### config.mk
export PLATFORM = sky130hd
export DESIGN_NAME = knn_sq_unit
export DESIGN_NICKNAME = d
export VERILOG_FILES = /design/src/rtl/core/knn_pkg.sv /design/src/rtl/core/knn_sq_unit.sv
export SDC_FILE = /design/constraint.sdc
export NUM_CORES = 1
export LEC_CHECK = 0
export BUFFER_PORTS_ARGS = -buffer_cell sky130_fd_sc_hd__buf_4
export CAP_MARGIN = 20
export CORE_MARGIN = 5
export CORE_UTILIZATION = 45
export DETAILED_ROUTE_END_ITERATION = 16
export PLACE_DENSITY = 0.71
export SETUP_SLACK_MARGIN = 0.5
export SYNTH_ARGS = -nofsm -noshare
export SYNTH_HDL_FRONTEND = slang
export SYNTH_SLANG_ARGS = --single-unit
### constraint.sdc
create_clock -name vclk -period 16.1
set_input_delay 4.025 -clock vclk [all_inputs]
set_output_delay 4.025 -clock vclk [all_outputs]
set_load 0.02 [all_outputs]
### src/rtl/core/knn_pkg.sv
// Package for the k-nearest-neighbor vote classifier.
// Shared constants, mode codes and sequencer state type.
// No dependencies; imported by every module of the block.
package knn_pkg;

  // Fixed field widths
  localparam int SAMPLE_BITS  = 16;
  localparam int CLASS_COUNT  = 16;
  localparam int CLS_W        = 4;
  localparam int VOTE_W       = 7;
  localparam int ACC_W        = 40;
  localparam int SQ_W         = 2 * (SAMPLE_BITS + 1);
  localparam int WORD_W       = 2 * SAMPLE_BITS;

  // Default sizing
  localparam int DEF_MAX_REFERENCES = 64;
  localparam int DEF_VECTOR_LENGTH  = 64;

  // Register reset and reject threshold (votes * 5 <= k * 4)
  localparam logic [VOTE_W-1:0] K_RESET = 7'd5;
  localparam int REJ_VOTE_MUL = 5;
  localparam int REJ_K_MUL    = 4;

  localparam logic [ACC_W-1:0] ACC_MAX = {ACC_W{1'b1}};

  // Command codes on mode
  typedef enum logic [1:0] {
    MODE_LOAD  = 2'd0,
    MODE_QUERY = 2'd1,
    MODE_CLEAR = 2'd2,
    MODE_NONE  = 2'd3
  } mode_t;

  // Sequencer states
  typedef enum logic [3:0] {
    S_IDLE,
    S_Q_RD,
    S_Q_MRE,
    S_Q_MIM,
    S_Q_ACC,
    S_D_INIT,
    S_D_SCAN,
    S_D_PICK,
    S_D_VOTE,
    S_D_TALLY,
    S_D_OUT
  } state_t;

endpackage

### src/rtl/core/knn_sq_unit.sv
// Shared squared-difference unit: |a - b|^2 of one signed component.
// Depends on knn_pkg for sample and product widths.
module knn_sq_unit (
  input  logic signed [knn_pkg::SAMPLE_BITS-1:0] a,
  input  logic signed [knn_pkg::SAMPLE_BITS-1:0] b,
  output logic        [knn_pkg::SQ_W-1:0]        sq
);
  import knn_pkg::*;

  logic signed [SAMPLE_BITS:0] diff;
  logic        [SAMPLE_BITS:0] mag;

  // difference, magnitude, then one multiply
  always_comb begin
    diff = (SAMPLE_BITS+1)'(a) - (SAMPLE_BITS+1)'(b);
    mag  = diff[SAMPLE_BITS] ? (SAMPLE_BITS+1)'(-diff) : (SAMPLE_BITS+1)'(diff);
    sq   = SQ_W'(mag) * SQ_W'(mag);
  end

endmodule

# Word level (Yosys, flattened, before mapping)
# Index checks and enable logic that the tools add are counted.
# word_totals
register_bits	0
in_bits	32
word_cells	4
# classes
add_sub_neg	2
n_mul	1
n_mux	1
# op_table
op	n
multiplier 17 x 17 -> 34 bit	1
2-to-1 mux 17 bit	1
negator 17 bit	1
subtractor 16 x 16 -> 17 bit	1

# Logic depth before layout (Yosys ltp)
# depth
ltp_word	4
depth_mapped	38
ltp_nobuf	36

# Worst setup path before layout
# No wires, ideal clock.
# synth_timing
kind	in2out
start	input port a[0] in the netlist's numbering
end	output port sq[31] in the netlist's numbering
t_arrival_ns	12.231
setup_slack_ns	-0.156
path_stages	34
n_path_buf	1
path_cell_list	inv_1 > ha_1 > inv_1 > fa_1 > a21o_1 > a311o_1 > a211oi_1 > a311oi_4 > nand4b_2 > nor3_4 > a21oi_2 > xnor2_1 > buf_2 > nor2_1 > fa_1 > inv_1 > fa_1 > inv_1 > fa_1 > fa_1 > fa_1 > inv_1 > fa_1 > inv_1 > ha_1 > a2111oi_0 > o21ai_0 > o21a_1 > a21o_1 > a31o_2 > a221o_1 > nor2_1 > o21ai_0 > xor2_1
# synth_between
elab_chain_len	4
# synth_lines
item	line_no	rtl
from (decl)	knn_sq_unit.sv:4	input logic signed [knn_pkg::SAMPLE_BITS-1:0] a,
subtractor 16 x 16 -> 17 bit *	knn_sq_unit.sv:15	diff = (SAMPLE_BITS+1)'(a) - (SAMPLE_BITS+1)'(b);
negator 17 bit	knn_sq_unit.sv:16	mag = diff[SAMPLE_BITS] ? (SAMPLE_BITS+1)'(-diff) : (SAMPLE_BITS+1)'(diff);
2-to-1 mux 17 bit *	knn_sq_unit.sv:16	
multiplier 17 x 17 -> 34 bit *	knn_sq_unit.sv:17	sq = SQ_W'(mag) * SQ_W'(mag);
to (decl)	knn_sq_unit.sv:6	output logic [knn_pkg::SQ_W-1:0] sq
# Every way passes the cells marked *; elsewhere a longest branch is shown, timed or not.

# Final worst setup path
# layout_timing
start	input port a[0] in the netlist's numbering
end	output port sq[33] in the netlist's numbering
# The elaborated chain is that of the path after synthesis.

==> key figures <==
Floorplanning
  – Ports: 66
  – Num rows: 54
  – Core Region: 21760 um^2
  – Die Span Y: around 160 um
  – Die area: roughly 25000 um^2
  – Initial core utilization: a little under half
  – Die span in x: about 160 um

Setup path
  – CP most frequent cell: fa_1
  – Bufs and invs on worst path: 9
  – Critical path's slowest cell: fa_1
  – Crit-path max cell delay: about 0.6 ns
  – Worst Path Required: roughly 12 ns
  – CP endpoint kind: output pin
  – WP depth: 36
  – CP delay by family, top: adder cells
  – Crit path kind: primary input to output pin
  – Worst-path maximum fanout: 8
  – CP arrival: approximately 12 ns
  – CP startpoint kind: primary input

Clocking
  – Hold_buf cts: 0

Global routing
  – Largest net degree at the start of global routing: 15
  – Antenna violations before repair: 0
  – Total gr overflow: 0
  – Vias in the first global route: between 9000 and 10000
  – Total track usage: around a fifth
  – Global-route wire length before repair: 43760 um

Drt
  – Number of routed nets with antenna violations: 0
  – Met2 wire length: 14290 um
  – Via Count: between 8000 and 9000
  – DRT Pass-1 Iters: 5
  – Max Used Layer: met4
  – Wirelength per Cell: 15.59 um
  – Wl on met1: approximately 11000 um
  – Iter 0 DRT Violations: around 420
  – Post-Route WL: ~27000 um
  – DR WL met3: 1258 um
  – Vias per inst: ~5.2
  – Drt drc: 0

STA
  – Crit path time final: 16.25 ns
  – Slew headroom: a little over half
  – Final WS setup: -0.1487 ns
  – Hold Violations, Final: 0
  – Final Cycle Share: 100.9%
  – Fmax: around 0.062 GHz
  – Slew Limit Fails: 0
  – RSZ-0062 raised after global routing: true
  – Worst Max-Slew Pin Slew: roughly 0.7 ns
  – Final setup vio count: 4

Final layout
  – Clock buf count: 0
  – Sequential cells: 0
  – Commonest cells after routing, fill and taps aside: buf_4, inv_1, fa_1, ha_1, nand2_1
  – Synth-to-Final Area Change: 35.27%
  – Most common cell after layout, fill and taps aside: buf_4
  – Nets: around 1800
  – Storage element area: 0 um^2
  – Antenna cells: 0
  – Share of cells above drive strength 1: 33.54%

Hold path
  – Hold Crit Class: primary input to output pin
  – Hold depth: 6

Synth
  – Post-synthesis sequential area ratio: 0%
  – Yosys Warn Count: 0
  – Post-synthesis cell count: between 1000 and 1500
  – Mapped Area: approximately 9900 um^2
  – Avg Cell Area, Syn: 8.464 um^2
  – Synth cell types: approximately 90

Status
  – Run status: complete, but fails checks
  – Failing checks: negative setup slack

Place
  – Final HPWL DP: between 20000 and 25000 um
  – Routability Congestion: about 0.9
  – IO Port Bufs: 65
  – Pre-CTS setup slack: -0.3801 ns

Run
  – Max cap viols: 0
[metrics by stage]
stage / hold slack, ns / cells / utilization (%) / TNS [ns] / instance area [um^2]
floorplan: 8.482 / 1180 / - / 0 / 10170
detailed placement: 9.021 / 1653 / 55.38 / -1.908 / 12050
finish: 9.013 / 1717 / 61.52 / -0.4194 / 13380
global route: 9.060 / 1717 / 61.52 / -3.296 / 13380
global placement: 9.010 / 1653 / 55.38 / -0.5056 / 12050
CTS: 9.020 / 1687 / 58.23 / -0.01832 / 12670
[layout make-up]
cell class / instances / area (um^2)
fill: 1752 / 8372
inverter: 271 / 1037
multi-input combinational: 873 / 9620
tap: 280 / 350.3
timing repair buffer: 293 / 2376
[worst paths after layout]
check	startpoint	endpoint
setup / recovery	a[0]	sq[33]
hold / removal	b[0]	sq[3]
[Yosys cell counts, types with 5 or more instances]
cell	n	area, um^2
o21a_1	8	60.06
nand2_1	109	409.1
nor3_1	14	70.07
buf_4	7	52.55
buf_2	12	60.06
xnor2_1	41	359.1
clkbuf_1	15	56.30
nand3_1	12	60.06
a21oi_1	46	230.2
a21o_1	26	195.2
nor2_1	116	435.4
xor2_1	12	105.1
inv_1	266	998.5
nor2b_1	7	43.79
o21bai_1	5	37.54
ha_1	120	1501
o21ai_0	15	75.07
and2_1	10	62.56
nor4_1	7	43.79
and3_1	12	75.07
nand2b_1	6	37.54
fa_1	193	3864
[repair_timing]
item,in CTS,in global routing
resized for setup,80,125
cloned,0,1
buffers inserted,34,29
pin swaps,54,75
endpoints found under the hold margin,0,0
setup endpoints to repair,20,20
[cells by family after synthesis]
logic type / synth area share, %
XOR/XNOR: 5.589
AND/OR/NAND/NOR: 15.55
buffers and inverters: 12.06
AO/OA/AOI/OAI: 12.06
other: 0.07590
multiplexers: 0.4299
adder cells (fa/ha/maj): 54.22
[layer usage]
metal / vias to the layer above / global-route usage, %
met2: 249 / 39.86
met4: 0 / 4.549
met5: - / 0
met3: 54 / 1.359
li1: 4200 / -
met1: 4375 / 26.36
[tightest hold or removal path: stages]
cell,delay (ns)
buf_4,0.09
ha_4,0.20
buf_4,0.20
nor2_1,0.16
fa_1,0.18
buf_4,0.13
Power is not shown: default switching activity piles up to over one toggle a cycle in this logic, so the estimate is an artifact.
